==> src/rtl/core/pcsc_pkg.sv <==
// Shared types, constants and fixed-point helpers for the pixel color space converter.
// Depends on nothing; every other file of the converter imports it.
package pcsc_pkg;

    // Conversion modes held in the mode register.
    typedef enum logic [2:0] {
        MODE_RGB2YUV = 3'd0,
        MODE_YUV2RGB = 3'd1,
        MODE_GRAY    = 3'd2,
        MODE_THRESH  = 3'd3,
        MODE_BOOST   = 3'd4
    } t_mode;

    localparam int COMP_W     = 8;
    localparam int MODE_W     = 3;
    localparam int RES_W      = 11;
    localparam int OFS_W      = 10;
    localparam int Y_OFS      = 16;
    localparam int C_OFS      = 128;
    localparam int Y_CLIP     = 235;
    localparam int BIN_HI     = 255;
    localparam int GRAY_MUL   = 256;
    localparam int GRAY_DIV   = 220;
    localparam int GRAY_RECIP = 19066;
    localparam int GRAY_SHIFT = 14;
    localparam int MILLI      = 1000;

    // Pixel as it enters the pipeline, with the mode latched alongside it.
    typedef struct packed {
        logic [MODE_W-1:0] mode;
        logic [COMP_W-1:0] c0;
        logic [COMP_W-1:0] c1;
        logic [COMP_W-1:0] c2;
    } t_ctl;

    // Side results that ride along to the output stage.
    typedef struct packed {
        logic [MODE_W-1:0]       mode;
        logic                    bin;
        logic [COMP_W-1:0]       gray;
        logic signed [RES_W-1:0] y;
        logic signed [RES_W-1:0] u;
        logic signed [RES_W-1:0] v;
    } t_tag;

    // Coefficient k/1000 rounded to f fraction bits, ties away from zero.
    function automatic longint coef_milli(input int k, input int f);
        return ((longint'(k) <<< f) + longint'(MILLI / 2)) / MILLI;
    endfunction

    // The luma gain 1.1 rounded to f fraction bits.
    function automatic longint coef_boost(input int f);
        return ((longint'(11) <<< f) + longint'(5)) / 10;
    endfunction

    // Divide by 2^f, truncating toward zero.
    function automatic longint trunc_frac(input longint s, input int f);
        longint bias;
        bias = (longint'(1) <<< f) - longint'(1);
        return (s < 0) ? ((s + bias) >>> f) : (s >>> f);
    endfunction

    // Gray level (Y-16)*256/220 for a non-negative offset luma. The scale 256/220 is
    // applied as a multiply by its reciprocal and a shift, which is exact for every
    // 8-bit offset.
    function automatic logic [COMP_W-1:0] gray_of(input logic [COMP_W-1:0] yo);
        int prod;
        prod = int'(yo) * GRAY_RECIP;
        return COMP_W'(prod >>> GRAY_SHIFT);
    endfunction

endpackage

==> src/rtl/core/pcsc_if.sv <==
// Valid/ready channel interfaces for the pixel color space converter.
// Depends on pcsc_pkg for the field widths.
interface pcsc_pix_if
    import pcsc_pkg::*;
();
    logic              valid;
    logic              ready;
    logic [COMP_W-1:0] first_component;
    logic [COMP_W-1:0] second_component;
    logic [COMP_W-1:0] third_component;

    modport source (output valid, first_component, second_component, third_component,
                    input ready);
    modport sink   (input valid, first_component, second_component, third_component,
                    output ready);
endinterface

interface pcsc_res_if
    import pcsc_pkg::*;
();
    logic                    valid;
    logic                    ready;
    logic signed [RES_W-1:0] first_result;
    logic signed [RES_W-1:0] second_result;
    logic signed [RES_W-1:0] third_result;

    modport source (output valid, first_result, second_result, third_result,
                    input ready);
    modport sink   (input valid, first_result, second_result, third_result,
                    output ready);
endinterface

interface pcsc_cfg_if
    import pcsc_pkg::*;
();
    logic              valid;
    logic              ready;
    logic [MODE_W-1:0] conversion_mode;

    modport source (output valid, conversion_mode, input ready);
    modport sink   (input valid, conversion_mode, output ready);
endinterface

==> src/rtl/core/pcsc_fwd.sv <==
// RGB to YUV section: coefficient products in one stage, offset sums in the next.
// Depends on pcsc_pkg.
module pcsc_fwd
    import pcsc_pkg::*;
#(
    parameter int P_FRAC = 16
) (
    input  logic                    i_clk,
    input  logic                    i_rst_n,
    input  logic                    i_vld,
    output logic                    o_rdy,
    input  t_ctl                    i_ctl,
    output logic                    o_vld,
    input  logic                    i_rdy,
    output t_ctl                    o_ctl,
    output logic signed [RES_W-1:0] o_y,
    output logic signed [RES_W-1:0] o_u,
    output logic signed [RES_W-1:0] o_v
);
    localparam int PW = P_FRAC + 12;

    localparam logic signed [PW-1:0] K_YR = PW'(coef_milli(257, P_FRAC));
    localparam logic signed [PW-1:0] K_YG = PW'(coef_milli(504, P_FRAC));
    localparam logic signed [PW-1:0] K_YB = PW'(coef_milli(98, P_FRAC));
    localparam logic signed [PW-1:0] K_UR = -PW'(coef_milli(148, P_FRAC));
    localparam logic signed [PW-1:0] K_UG = -PW'(coef_milli(291, P_FRAC));
    localparam logic signed [PW-1:0] K_UB = PW'(coef_milli(439, P_FRAC));
    localparam logic signed [PW-1:0] K_VR = PW'(coef_milli(439, P_FRAC));
    localparam logic signed [PW-1:0] K_VG = -PW'(coef_milli(368, P_FRAC));
    localparam logic signed [PW-1:0] K_VB = -PW'(coef_milli(71, P_FRAC));
    localparam longint OFS_Y = longint'(Y_OFS) <<< P_FRAC;
    localparam longint OFS_C = longint'(C_OFS) <<< P_FRAC;

    logic                    r_a_vld;
    t_ctl                    r_a_ctl;
    logic signed [PW-1:0]    r_a_p [9];
    logic signed [PW-1:0]    n_a_p [9];
    logic                    r_b_vld;
    t_ctl                    r_b_ctl;
    logic signed [RES_W-1:0] r_b_y, r_b_u, r_b_v;
    logic signed [RES_W-1:0] n_b_y, n_b_u, n_b_v;
    logic signed [COMP_W+1:0] s_r, s_g, s_b;
    logic                    a_adv, b_adv;

    // A stage moves when it is empty or its successor moves.
    assign b_adv = !r_b_vld || i_rdy;
    assign a_adv = !r_a_vld || b_adv;
    assign o_rdy = a_adv;

    // Nine coefficient products of the three components.
    always_comb begin
        s_r = $signed({2'b00, i_ctl.c0});
        s_g = $signed({2'b00, i_ctl.c1});
        s_b = $signed({2'b00, i_ctl.c2});
        n_a_p[0] = K_YR * s_r;
        n_a_p[1] = K_YG * s_g;
        n_a_p[2] = K_YB * s_b;
        n_a_p[3] = K_UR * s_r;
        n_a_p[4] = K_UG * s_g;
        n_a_p[5] = K_UB * s_b;
        n_a_p[6] = K_VR * s_r;
        n_a_p[7] = K_VG * s_g;
        n_a_p[8] = K_VB * s_b;
    end

    // Row sums with offsets, truncated toward zero.
    always_comb begin
        n_b_y = RES_W'(trunc_frac(longint'(r_a_p[0]) + longint'(r_a_p[1])
                                  + longint'(r_a_p[2]) + OFS_Y, P_FRAC));
        n_b_u = RES_W'(trunc_frac(longint'(r_a_p[3]) + longint'(r_a_p[4])
                                  + longint'(r_a_p[5]) + OFS_C, P_FRAC));
        n_b_v = RES_W'(trunc_frac(longint'(r_a_p[6]) + longint'(r_a_p[7])
                                  + longint'(r_a_p[8]) + OFS_C, P_FRAC));
    end

    // Stage valid bits.
    always_ff @(posedge i_clk) begin
        if (!i_rst_n) begin
            r_a_vld <= 1'b0;
            r_b_vld <= 1'b0;
        end else begin
            if (a_adv) r_a_vld <= i_vld;
            if (b_adv) r_b_vld <= r_a_vld;
        end
    end

    // Stage payloads.
    always_ff @(posedge i_clk) begin
        if (a_adv) begin
            r_a_ctl <= i_ctl;
            r_a_p   <= n_a_p;
        end
        if (b_adv) begin
            r_b_ctl <= r_a_ctl;
            r_b_y   <= n_b_y;
            r_b_u   <= n_b_u;
            r_b_v   <= n_b_v;
        end
    end

    assign o_vld = r_b_vld;
    assign o_ctl = r_b_ctl;
    assign o_y   = r_b_y;
    assign o_u   = r_b_u;
    assign o_v   = r_b_v;
endmodule

==> src/rtl/core/pcsc_mid.sv <==
// Middle section: source selection, gray level, threshold and luma boost, then offset removal.
// Depends on pcsc_pkg.
module pcsc_mid
    import pcsc_pkg::*;
#(
    parameter int P_FRAC = 16
) (
    input  logic                    i_clk,
    input  logic                    i_rst_n,
    input  logic                    i_vld,
    output logic                    o_rdy,
    input  t_ctl                    i_ctl,
    input  logic signed [RES_W-1:0] i_y,
    input  logic signed [RES_W-1:0] i_u,
    input  logic signed [RES_W-1:0] i_v,
    output logic                    o_vld,
    input  logic                    i_rdy,
    output t_tag                    o_tag,
    output logic signed [OFS_W-1:0] o_yo,
    output logic signed [OFS_W-1:0] o_uo,
    output logic signed [OFS_W-1:0] o_vo
);
    localparam int PW = P_FRAC + 12;
    localparam logic signed [PW-1:0] K_BOOST = PW'(coef_boost(P_FRAC));

    logic                    r_c_vld;
    t_tag                    r_c_tag;
    logic signed [RES_W-1:0] r_c_y, r_c_u, r_c_v;
    logic signed [PW-1:0]    r_c_bp;
    t_tag                    n_c_tag;
    logic signed [RES_W-1:0] n_c_y, n_c_u, n_c_v;
    logic signed [PW-1:0]    n_c_bp;
    logic                    r_d_vld;
    t_tag                    r_d_tag;
    logic signed [OFS_W-1:0] r_d_yo, r_d_uo, r_d_vo;
    logic signed [OFS_W-1:0] n_d_yo, n_d_uo, n_d_vo;
    logic signed [RES_W-1:0] y_b;
    logic signed [RES_W-1:0] y_bst;
    logic signed [RES_W-1:0] y_ofs;
    logic                    c_adv, d_adv;

    assign d_adv = !r_d_vld || i_rdy;
    assign c_adv = !r_c_vld || d_adv;
    assign o_rdy = c_adv;

    // Pick the YUV source, form the gray level, the threshold bit and the boost product.
    always_comb begin
        y_ofs          = i_y - RES_W'(Y_OFS);
        n_c_tag.mode   = i_ctl.mode;
        n_c_tag.bin    = i_ctl.c0[COMP_W-1];
        n_c_tag.gray   = gray_of(y_ofs[COMP_W-1:0]);
        n_c_tag.y      = i_y;
        n_c_tag.u      = i_u;
        n_c_tag.v      = i_v;
        n_c_bp         = K_BOOST * $signed({1'b0, i_y});
        if (i_ctl.mode == MODE_YUV2RGB) begin
            n_c_y = $signed({3'b000, i_ctl.c0});
            n_c_u = $signed({3'b000, i_ctl.c1});
            n_c_v = $signed({3'b000, i_ctl.c2});
        end else begin
            n_c_y = i_y;
            n_c_u = i_u;
            n_c_v = i_v;
        end
    end

    // Boosted luma with clip, then the offsets of the inverse transform.
    always_comb begin
        y_bst = RES_W'(trunc_frac(longint'(r_c_bp), P_FRAC));
        if (r_c_tag.mode == MODE_BOOST) begin
            y_b = (y_bst > RES_W'(Y_CLIP)) ? RES_W'(Y_CLIP) : y_bst;
        end else begin
            y_b = r_c_y;
        end
        n_d_yo = OFS_W'(y_b - RES_W'(Y_OFS));
        n_d_uo = OFS_W'(r_c_u - RES_W'(C_OFS));
        n_d_vo = OFS_W'(r_c_v - RES_W'(C_OFS));
    end

    always_ff @(posedge i_clk) begin
        if (!i_rst_n) begin
            r_c_vld <= 1'b0;
            r_d_vld <= 1'b0;
        end else begin
            if (c_adv) r_c_vld <= i_vld;
            if (d_adv) r_d_vld <= r_c_vld;
        end
    end

    always_ff @(posedge i_clk) begin
        if (c_adv) begin
            r_c_tag <= n_c_tag;
            r_c_y   <= n_c_y;
            r_c_u   <= n_c_u;
            r_c_v   <= n_c_v;
            r_c_bp  <= n_c_bp;
        end
        if (d_adv) begin
            r_d_tag <= r_c_tag;
            r_d_yo  <= n_d_yo;
            r_d_uo  <= n_d_uo;
            r_d_vo  <= n_d_vo;
        end
    end

    assign o_vld = r_d_vld;
    assign o_tag = r_d_tag;
    assign o_yo  = r_d_yo;
    assign o_uo  = r_d_uo;
    assign o_vo  = r_d_vo;
endmodule

==> src/rtl/core/pcsc_inv.sv <==
// YUV to RGB section: coefficient products in one stage, sums in the next.
// Depends on pcsc_pkg.
module pcsc_inv
    import pcsc_pkg::*;
#(
    parameter int P_FRAC = 16
) (
    input  logic                    i_clk,
    input  logic                    i_rst_n,
    input  logic                    i_vld,
    output logic                    o_rdy,
    input  t_tag                    i_tag,
    input  logic signed [OFS_W-1:0] i_yo,
    input  logic signed [OFS_W-1:0] i_uo,
    input  logic signed [OFS_W-1:0] i_vo,
    output logic                    o_vld,
    input  logic                    i_rdy,
    output t_tag                    o_tag,
    output logic signed [RES_W-1:0] o_r,
    output logic signed [RES_W-1:0] o_g,
    output logic signed [RES_W-1:0] o_b
);
    localparam int PW = P_FRAC + 12;

    localparam logic signed [PW-1:0] K_Y  = PW'(coef_milli(1164, P_FRAC));
    localparam logic signed [PW-1:0] K_RV = PW'(coef_milli(1596, P_FRAC));
    localparam logic signed [PW-1:0] K_GU = PW'(coef_milli(392, P_FRAC));
    localparam logic signed [PW-1:0] K_GV = PW'(coef_milli(813, P_FRAC));
    localparam logic signed [PW-1:0] K_BU = PW'(coef_milli(2017, P_FRAC));

    logic                    r_e_vld;
    t_tag                    r_e_tag;
    logic signed [PW-1:0]    r_e_p [5];
    logic signed [PW-1:0]    n_e_p [5];
    logic                    r_f_vld;
    t_tag                    r_f_tag;
    logic signed [RES_W-1:0] r_f_r, r_f_g, r_f_b;
    logic signed [RES_W-1:0] n_f_r, n_f_g, n_f_b;
    logic                    e_adv, f_adv;

    assign f_adv = !r_f_vld || i_rdy;
    assign e_adv = !r_e_vld || f_adv;
    assign o_rdy = e_adv;

    // Five distinct coefficient products.
    always_comb begin
        n_e_p[0] = K_Y  * i_yo;
        n_e_p[1] = K_RV * i_vo;
        n_e_p[2] = K_GU * i_uo;
        n_e_p[3] = K_GV * i_vo;
        n_e_p[4] = K_BU * i_uo;
    end

    // Channel sums, truncated toward zero.
    always_comb begin
        n_f_r = RES_W'(trunc_frac(longint'(r_e_p[0]) + longint'(r_e_p[1]), P_FRAC));
        n_f_g = RES_W'(trunc_frac(longint'(r_e_p[0]) - longint'(r_e_p[2])
                                  - longint'(r_e_p[3]), P_FRAC));
        n_f_b = RES_W'(trunc_frac(longint'(r_e_p[0]) + longint'(r_e_p[4]), P_FRAC));
    end

    always_ff @(posedge i_clk) begin
        if (!i_rst_n) begin
            r_e_vld <= 1'b0;
            r_f_vld <= 1'b0;
        end else begin
            if (e_adv) r_e_vld <= i_vld;
            if (f_adv) r_f_vld <= r_e_vld;
        end
    end

    always_ff @(posedge i_clk) begin
        if (e_adv) begin
            r_e_tag <= i_tag;
            r_e_p   <= n_e_p;
        end
        if (f_adv) begin
            r_f_tag <= r_e_tag;
            r_f_r   <= n_f_r;
            r_f_g   <= n_f_g;
            r_f_b   <= n_f_b;
        end
    end

    assign o_vld = r_f_vld;
    assign o_tag = r_f_tag;
    assign o_r   = r_f_r;
    assign o_g   = r_f_g;
    assign o_b   = r_f_b;
endmodule

==> src/rtl/core/pixel_color_space_converter.sv <==
// Top level of the pixel color space converter: mode register, three pipeline sections
// and the output register. Depends on pcsc_pkg, pcsc_if, pcsc_fwd, pcsc_mid and pcsc_inv.

// Converts one pixel per clock, while the output is not stalled, between RGB and BT.601
// studio-range YUV, or to gray, a binary threshold, or a luma-boosted RGB, as the mode
// register selects. Every pixel goes through the same seven register stages (two for the
// forward products and sums, two for source selection and boost, two for the inverse products
// and sums, one output register). Each stage holds its pixel while the stage after it is full
// and stalled, so a stall at the output only blocks the input once every stage is occupied. The
// mode is latched with each pixel; write it while no pixels are in flight. The configuration
// channel is always ready.
module pixel_color_space_converter
    import pcsc_pkg::*;
#(
    parameter int COEFF_FRACTION_BITS = 16
) (
    input  logic       i_clk,
    input  logic       i_rst_n,
    pcsc_pix_if.sink   i_pix,
    pcsc_cfg_if.sink   i_cfg,
    pcsc_res_if.source o_res
);
    logic [MODE_W-1:0]       r_mode;
    t_ctl                    in_ctl;

    logic                    fwd_rdy, fwd_vld;
    t_ctl                    fwd_ctl;
    logic signed [RES_W-1:0] fwd_y, fwd_u, fwd_v;

    logic                    mid_rdy, mid_vld;
    t_tag                    mid_tag;
    logic signed [OFS_W-1:0] mid_yo, mid_uo, mid_vo;

    logic                    inv_rdy, inv_vld;
    t_tag                    inv_tag;
    logic signed [RES_W-1:0] inv_r, inv_g, inv_b;

    logic                    r_o_vld;
    logic [MODE_W-1:0]       r_o_mode;
    logic signed [RES_W-1:0] r_o_first, r_o_second, r_o_third;
    logic signed [RES_W-1:0] n_o_first, n_o_second, n_o_third;
    logic                    o_adv;

    // Mode register.
    assign i_cfg.ready = 1'b1;

    always_ff @(posedge i_clk) begin
        if (!i_rst_n) begin
            r_mode <= MODE_RGB2YUV;
        end else if (i_cfg.valid && i_cfg.ready) begin
            r_mode <= i_cfg.conversion_mode;
        end
    end

    // Input pixel with the current mode attached.
    always_comb begin
        in_ctl.mode = r_mode;
        in_ctl.c0   = i_pix.first_component;
        in_ctl.c1   = i_pix.second_component;
        in_ctl.c2   = i_pix.third_component;
    end

    assign i_pix.ready = fwd_rdy;

    pcsc_fwd #(.P_FRAC(COEFF_FRACTION_BITS)) u_fwd (
        .i_clk   (i_clk),
        .i_rst_n (i_rst_n),
        .i_vld   (i_pix.valid),
        .o_rdy   (fwd_rdy),
        .i_ctl   (in_ctl),
        .o_vld   (fwd_vld),
        .i_rdy   (mid_rdy),
        .o_ctl   (fwd_ctl),
        .o_y     (fwd_y),
        .o_u     (fwd_u),
        .o_v     (fwd_v)
    );

    pcsc_mid #(.P_FRAC(COEFF_FRACTION_BITS)) u_mid (
        .i_clk   (i_clk),
        .i_rst_n (i_rst_n),
        .i_vld   (fwd_vld),
        .o_rdy   (mid_rdy),
        .i_ctl   (fwd_ctl),
        .i_y     (fwd_y),
        .i_u     (fwd_u),
        .i_v     (fwd_v),
        .o_vld   (mid_vld),
        .i_rdy   (inv_rdy),
        .o_tag   (mid_tag),
        .o_yo    (mid_yo),
        .o_uo    (mid_uo),
        .o_vo    (mid_vo)
    );

    pcsc_inv #(.P_FRAC(COEFF_FRACTION_BITS)) u_inv (
        .i_clk   (i_clk),
        .i_rst_n (i_rst_n),
        .i_vld   (mid_vld),
        .o_rdy   (inv_rdy),
        .i_tag   (mid_tag),
        .i_yo    (mid_yo),
        .i_uo    (mid_uo),
        .i_vo    (mid_vo),
        .o_vld   (inv_vld),
        .i_rdy   (o_adv),
        .o_tag   (inv_tag),
        .o_r     (inv_r),
        .o_g     (inv_g),
        .o_b     (inv_b)
    );

    // Result selection by mode; unused fields and unused modes give zero.
    always_comb begin
        n_o_first  = '0;
        n_o_second = '0;
        n_o_third  = '0;
        case (t_mode'(inv_tag.mode))
            MODE_RGB2YUV: begin
                n_o_first  = inv_tag.y;
                n_o_second = inv_tag.u;
                n_o_third  = inv_tag.v;
            end
            MODE_YUV2RGB, MODE_BOOST: begin
                n_o_first  = inv_r;
                n_o_second = inv_g;
                n_o_third  = inv_b;
            end
            MODE_GRAY: begin
                n_o_first = $signed({3'b000, inv_tag.gray});
            end
            MODE_THRESH: begin
                n_o_first = inv_tag.bin ? RES_W'(BIN_HI) : '0;
            end
            default: begin
                n_o_first = '0;
            end
        endcase
    end

    // Output register.
    assign o_adv = !r_o_vld || o_res.ready;

    always_ff @(posedge i_clk) begin
        if (!i_rst_n) begin
            r_o_vld <= 1'b0;
        end else if (o_adv) begin
            r_o_vld <= inv_vld;
        end
    end

    always_ff @(posedge i_clk) begin
        if (o_adv) begin
            r_o_mode   <= inv_tag.mode;
            r_o_first  <= n_o_first;
            r_o_second <= n_o_second;
            r_o_third  <= n_o_third;
        end
    end

    assign o_res.valid         = r_o_vld;
    assign o_res.first_result  = r_o_first;
    assign o_res.second_result = r_o_second;
    assign o_res.third_result  = r_o_third;

    // Gray and threshold results carry nothing in the second and third fields.
    a_mono_fields_zero: assert property (@(posedge i_clk) disable iff (!i_rst_n)
        (r_o_vld && (r_o_mode == MODE_GRAY || r_o_mode == MODE_THRESH))
        |-> (r_o_second == '0 && r_o_third == '0))
        else $error("Second or third result nonzero in a single-channel mode.");

    // A threshold result is black or white only.
    a_thresh_binary: assert property (@(posedge i_clk) disable iff (!i_rst_n)
        (r_o_vld && r_o_mode == MODE_THRESH)
        |-> (r_o_first == '0 || r_o_first == RES_W'(BIN_HI)))
        else $error("Threshold result is neither 0 nor 255.");

    // Forward luma always stays within the studio range.
    a_luma_range: assert property (@(posedge i_clk) disable iff (!i_rst_n)
        (r_o_vld && r_o_mode == MODE_RGB2YUV)
        |-> (r_o_first >= RES_W'(Y_OFS) && r_o_first <= RES_W'(Y_CLIP)))
        else $error("Luma result outside the studio range.");
endmodule
==> src/flat_wrapper.sv <==
// flat-port wrapper written by rule: the top's interface ports become plain ports
module pixel_color_space_converter_flat import pcsc_pkg::*;
#(
    parameter int COEFF_FRACTION_BITS = 16
)
  (i_clk, i_rst_n, i_pix_valid, i_pix_first_component, i_pix_second_component, i_pix_third_component, i_pix_ready, i_cfg_valid, i_cfg_conversion_mode, i_cfg_ready, o_res_valid, o_res_first_result, o_res_second_result, o_res_third_result, o_res_ready);
  pcsc_pix_if i_pix_i ();
  pcsc_cfg_if i_cfg_i ();
  pcsc_res_if o_res_i ();
  input  logic i_clk;
  input  logic i_rst_n;
  input wire logic [$bits(i_pix_i.valid)-1:0] i_pix_valid;
  input wire logic [$bits(i_pix_i.first_component)-1:0] i_pix_first_component;
  input wire logic [$bits(i_pix_i.second_component)-1:0] i_pix_second_component;
  input wire logic [$bits(i_pix_i.third_component)-1:0] i_pix_third_component;
  output wire logic [$bits(i_pix_i.ready)-1:0] i_pix_ready;
  input wire logic [$bits(i_cfg_i.valid)-1:0] i_cfg_valid;
  input wire logic [$bits(i_cfg_i.conversion_mode)-1:0] i_cfg_conversion_mode;
  output wire logic [$bits(i_cfg_i.ready)-1:0] i_cfg_ready;
  output wire logic [$bits(o_res_i.valid)-1:0] o_res_valid;
  output wire logic [$bits(o_res_i.first_result)-1:0] o_res_first_result;
  output wire logic [$bits(o_res_i.second_result)-1:0] o_res_second_result;
  output wire logic [$bits(o_res_i.third_result)-1:0] o_res_third_result;
  input wire logic [$bits(o_res_i.ready)-1:0] o_res_ready;
  assign i_pix_i.valid = i_pix_valid;
  assign i_pix_i.first_component = i_pix_first_component;
  assign i_pix_i.second_component = i_pix_second_component;
  assign i_pix_i.third_component = i_pix_third_component;
  assign i_pix_ready = i_pix_i.ready;
  assign i_cfg_i.valid = i_cfg_valid;
  assign i_cfg_i.conversion_mode = i_cfg_conversion_mode;
  assign i_cfg_ready = i_cfg_i.ready;
  assign o_res_valid = o_res_i.valid;
  assign o_res_first_result = o_res_i.first_result;
  assign o_res_second_result = o_res_i.second_result;
  assign o_res_third_result = o_res_i.third_result;
  assign o_res_i.ready = o_res_ready;
  pixel_color_space_converter #(.COEFF_FRACTION_BITS(COEFF_FRACTION_BITS)) u_core (.i_clk(i_clk), .i_rst_n(i_rst_n), .i_pix(i_pix_i), .i_cfg(i_cfg_i), .o_res(o_res_i));
endmodule
==> config.mk <==
export PLATFORM = sky130hd
export DESIGN_NAME = pixel_color_space_converter_flat
export DESIGN_NICKNAME = d
export VERILOG_FILES = /design/src/rtl/core/pcsc_pkg.sv /design/src/rtl/core/pcsc_if.sv /design/src/rtl/core/pcsc_fwd.sv /design/src/rtl/core/pcsc_mid.sv /design/src/rtl/core/pcsc_inv.sv /design/src/rtl/core/pixel_color_space_converter.sv /design/src/flat_wrapper.sv
export SDC_FILE = /design/constraint.sdc
export NUM_CORES = 2
export LEC_CHECK = 0
export BUFFER_PORTS_ARGS = -buffer_cell sky130_fd_sc_hd__buf_2
export CAP_MARGIN = 0
export CORE_ASPECT_RATIO = 1.2
export CORE_MARGIN = 4
export CORE_UTILIZATION = 50
export CTS_CLUSTER_DIAMETER = 150
export DETAILED_ROUTE_END_ITERATION = 7
export GPL_ROUTABILITY_DRIVEN = 0
export HOLD_SLACK_MARGIN = 0.08
export PLACE_DENSITY_LB_ADDON = 0.3
export SLEW_MARGIN = 25
export SYNTH_ARGS = -nofsm -noshare
export SYNTH_HDL_FRONTEND = slang
export SYNTH_SLANG_ARGS = --single-unit
export TNS_END_PERCENT = 10
==> constraint.sdc <==
create_clock -name i_clk -period 7.3 [get_ports i_clk]
set_clock_uncertainty 0.15 [all_clocks]
set_input_delay 0.365 -clock i_clk [delete_from_list [all_inputs] [get_ports i_clk]]
set_output_delay 0.365 -clock i_clk [all_outputs]
set_load 0.005 [all_outputs]
==> flow_summary.yaml <==
sta:
  hold_slack_ns: 0.2549
  tns_ns: 0
  setup_viol: 0
  finalCritPeriodShare_pct: 87.65
  worstMarginPinSlew_ns: 1.056
  maxSlewViolCount: 0
  hold_violations: 0
  fin_crit_ns: 6.398
  rsz0062_at_grt: "false"
  relSlewSlack_pct: 29.61
  max_freq_mhz: 156.3
clock_tree:
  cts.htree.levels: 3
  clockBufferDepth: 3
  clk_latency_ns: 0.66
  cts_sinks: 712
  tritoncts: "built"
  cts_inserted_buffers: 78
  clk_pin_slew_ns: 0.06
  cts-root-buf: "clkbuf_16"
synthesis:
  ys.flop_type: "edfxtp_1"
  yosys-top-cells-area: "edfxtp_1 (34%), ha_1 (22%), fa_1 (15%)"
  synth_edf_count: 702
  avgSynthCellArea_sq_um: 11.38
  synth_nets: 7043
  synth_seq_cells: 712
  synthArstFlopShare_pct: 0
  synthDistinctLibCells: 91
  synth_top_family_by_area: "adder cells"
  synth_top_area_share_pct: 33.94
  synth-compound-area-share_pct: 9.959
  synthXorXnorAreaFrac_pct: 5.416
  synthCells: 5458
  synthAdderAreaFrac_pct: 36.84
  syn_area_sq_mm: 0.06210
  ys_seq_area_share_pct: 34.27
  synthMuxAreaShare_pct: 0.6487
  yosysWarnings: 0
  yosysTopAreaCell: "edfxtp_1"
  synth-simple-area-share_pct: 7.201
setup_path:
  max_stage_delay_ns: 0.74
  cpMaxStageDelayCell: "fa_1"
  critPathMaxFanout: 6
  startpoint_type: "flip-flop"
  cp.required_ns: 7.56
  crit_chain: "fa_1 > fa_1 > ha_1 > fa_1 > inv_1 > fa_1 > inv_1 > ha_1 > inv_1 > o21bai_1 > a2111oi_1 > o31ai_1 > o41a_1 > a221o_1 > or4_1 > a41o_1 > a21oi_1 > xnor2_1"
  rrSetupSlack_ns: 0.90
  setup.worst_path.class: "reg2reg"
  crit_path_end_kind: "flip-flop"
  arrival_ns: 6.66
  cpMostUsedCell: "fa_1"
final_layout:
  syn_to_final_growth_pct: 8.992
  finalInstanceArea_sq_mm: 0.06769
  multiInputGateArea_sq_mm: 0.03735
  fin_nets: 7204
  seq_area_sq_mm: 0.02128
  drive_gt1_share_pct: 5.015
  fillCellCount: 10310
placed_design:
  portBuffers: 66
  hpwl_um: 118800
  dpl_cell_area_sq_mm: 0.06450
drt:
  viasPerCell: 5.523
  avgRoutedWirePerCell_um: 19.73
  drt_iter0_drc: 2554
  first_pass_iters: 6
  vias: 40490
  wl_um: 144600
  route.detailed.drc: 0
  postRouteAntennaNets: 0
global_route:
  first_global_vias: 41630
  grt_max_degree: 168
  gr-total-overflow: 0
  grt_pass1_wl_um: 227600
  grt_antenna_before_repair: 7
  track_usage_pct: 22.54
die:
  die_w_um: 329.7
  core_area_sq_mm: 0.1233
  ios: 68
  die-area_sq_mm: 0.1299
  start_util_pct: 50.36
  placementRows: 141
  die_h_um: 394.1
run:
  cap_violations: 0
outcome:
  status: "finished, final reports clean"
min_path:
  worstHoldPathType: "reg2reg"
-- path summary, 6_finish.rpt --
| check | depth (start not counted) | start | to |
|---|---|---|---|
| max | 18 | u_core.u_mid.o_yo[1] | u_core.u_inv.r_e_p[138] |
| min | 0 | u_core.u_mid.r_c_u[6] | u_core.u_mid.o_uo[6] |
| max reg2reg | 18 | u_core.u_mid.o_yo[1] | u_core.u_inv.r_e_p[138] |
| min reg2reg | 0 | u_core.u_mid.r_c_u[6] | u_core.u_mid.o_uo[6] |
-- flip-flops by register name, summed over array words and instances, names as in the netlist, 27 cells and up --
name	count
u_core.u_fwd.r_a_ctl	27
u_core.u_inv.o_tag	44
u_core.u_inv.r_e_p	120
u_core.u_fwd.o_ctl	27
u_core.u_inv.r_e_tag	44
u_core.u_mid.o_tag	44
u_core.u_fwd.r_a_p	183
u_core.u_mid.r_c_tag	44
-- critical path, delay by kind of cell, from the launching register on --
| kind | cells | cell delay, ns |
|---|---|---|
| adders and majority gates | 6 | 2.80 |
| AOI/OAI and AO/OA | 7 | 2.00 |
| DFF | 1 | 0.52 |
| and+or+nand+nor | 1 | 0.43 |
| buffers and inverters | 3 | 0.16 |
| xor gates and xnor gates | 1 | 0.08 |
-- logic make-up after synthesis --
group,after synthesis
DFF,712
adders and majority gates,1553
and+or+nand+nor,906
xor gates and xnor gates,384
other,1
muxes,38
buffers and inverters,936
AOI/OAI and AO/OA,928
-- metal layers --
| metal | vias to the layer above | track usage [%] | wire [um] |
|---|---|---|---|
| li1 | 19490 | - | - |
| met2 | 909 | 40.52 | 73650 |
| met5 | - | 0 | 30 |
| met1 | 19740 | 26.47 | 56630 |
| met3 | 352 | 2.490 | 5544 |
| met4 | 4 | 11.52 | 8791 |
-- stage by stage --
stage | instances | setup slack, ns | utilization [%]
6_report | 7330 | 0.9019 | 54.89
3_5_place_dp | 7145 | 0.9189 | 52.31
5_1_grt | 7328 | 0.5040 | 54.88
2_1_floorplan | 5458 | 0.8289 | -
3_3_place_gp | 7145 | 1.020 | 52.31
4_1_cts | 7326 | 0.9019 | 54.85
-- layout by cell type (no fill, tap or decap), drive strengths merged, types with 18 or more instances in the layout --
| master | count |
|---|---|
| a211oi | 32 |
| a21boi | 20 |
| a21o | 83 |
| a21oi | 275 |
| a22o | 26 |
| a31oi | 32 |
| and2 | 35 |
| and3 | 44 |
| buf | 81 |
| clkbuf | 87 |
| clkinv | 30 |
| dlygate4sd3 | 37 |
| edfxtp | 702 |
| fa | 459 |
| ha | 1094 |
| inv | 904 |
| mux2 | 18 |
| mux2i | 20 |
| nand2 | 169 |
| nand2b | 33 |
| nand3 | 82 |
| nand4 | 26 |
| nor2 | 264 |
| nor2b | 56 |
| nor3 | 93 |
| o211ai | 20 |
| o21a | 65 |
| o21ai | 144 |
| o21bai | 43 |
| or2 | 24 |
| or3 | 26 |
| xnor2 | 286 |
| xor2 | 98 |
-- layout make-up --
cell class / count / area share, %
multi-input cells: 3810 / 55.18
flip-flops and latches: 712 / 31.44
inverters: 899 / 4.993
well taps: 1644 / 3.039
clock buffers: 87 / 2.996
repair buffers: 118 / 1.255
clock inverters: 57 / 1.091
diodes: 3 / 0.01109
-- synthesized netlist by cell type, drive strengths merged, types with 10 or more instances --
cell type,instances
a31oi,32
mux2,18
nand2b,33
inv,898
a21oi,275
o2111ai,14
and3,44
nor2b,56
nand2,169
fa,459
o21bai,43
o41ai,12
nor3,93
nand3,82
or2,24
xnor2,286
a211o,12
nand4,26
a2111oi,17
a31o,11
a21boi,20
a21o,83
or3,26
ha,1094
o21a,65
dfxtp,10
xor2,98
and2,35
nor2,264
a211oi,32
edfxtp,702
o22ai,15
a22o,26
a41oi,10
o21ai,144
o31ai,12
clkbuf,29
o211ai,20
mux2i,20
-- repair_timing --
action	4_1_cts	5_1_grt
gates resized for setup	0	0
buffers inserted	0	0
hold endpoints to repair	37	0
hold buffers	37	0
Power is not shown: default switching activity piles up to over one toggle a cycle in this logic, so the estimate is an artifact.
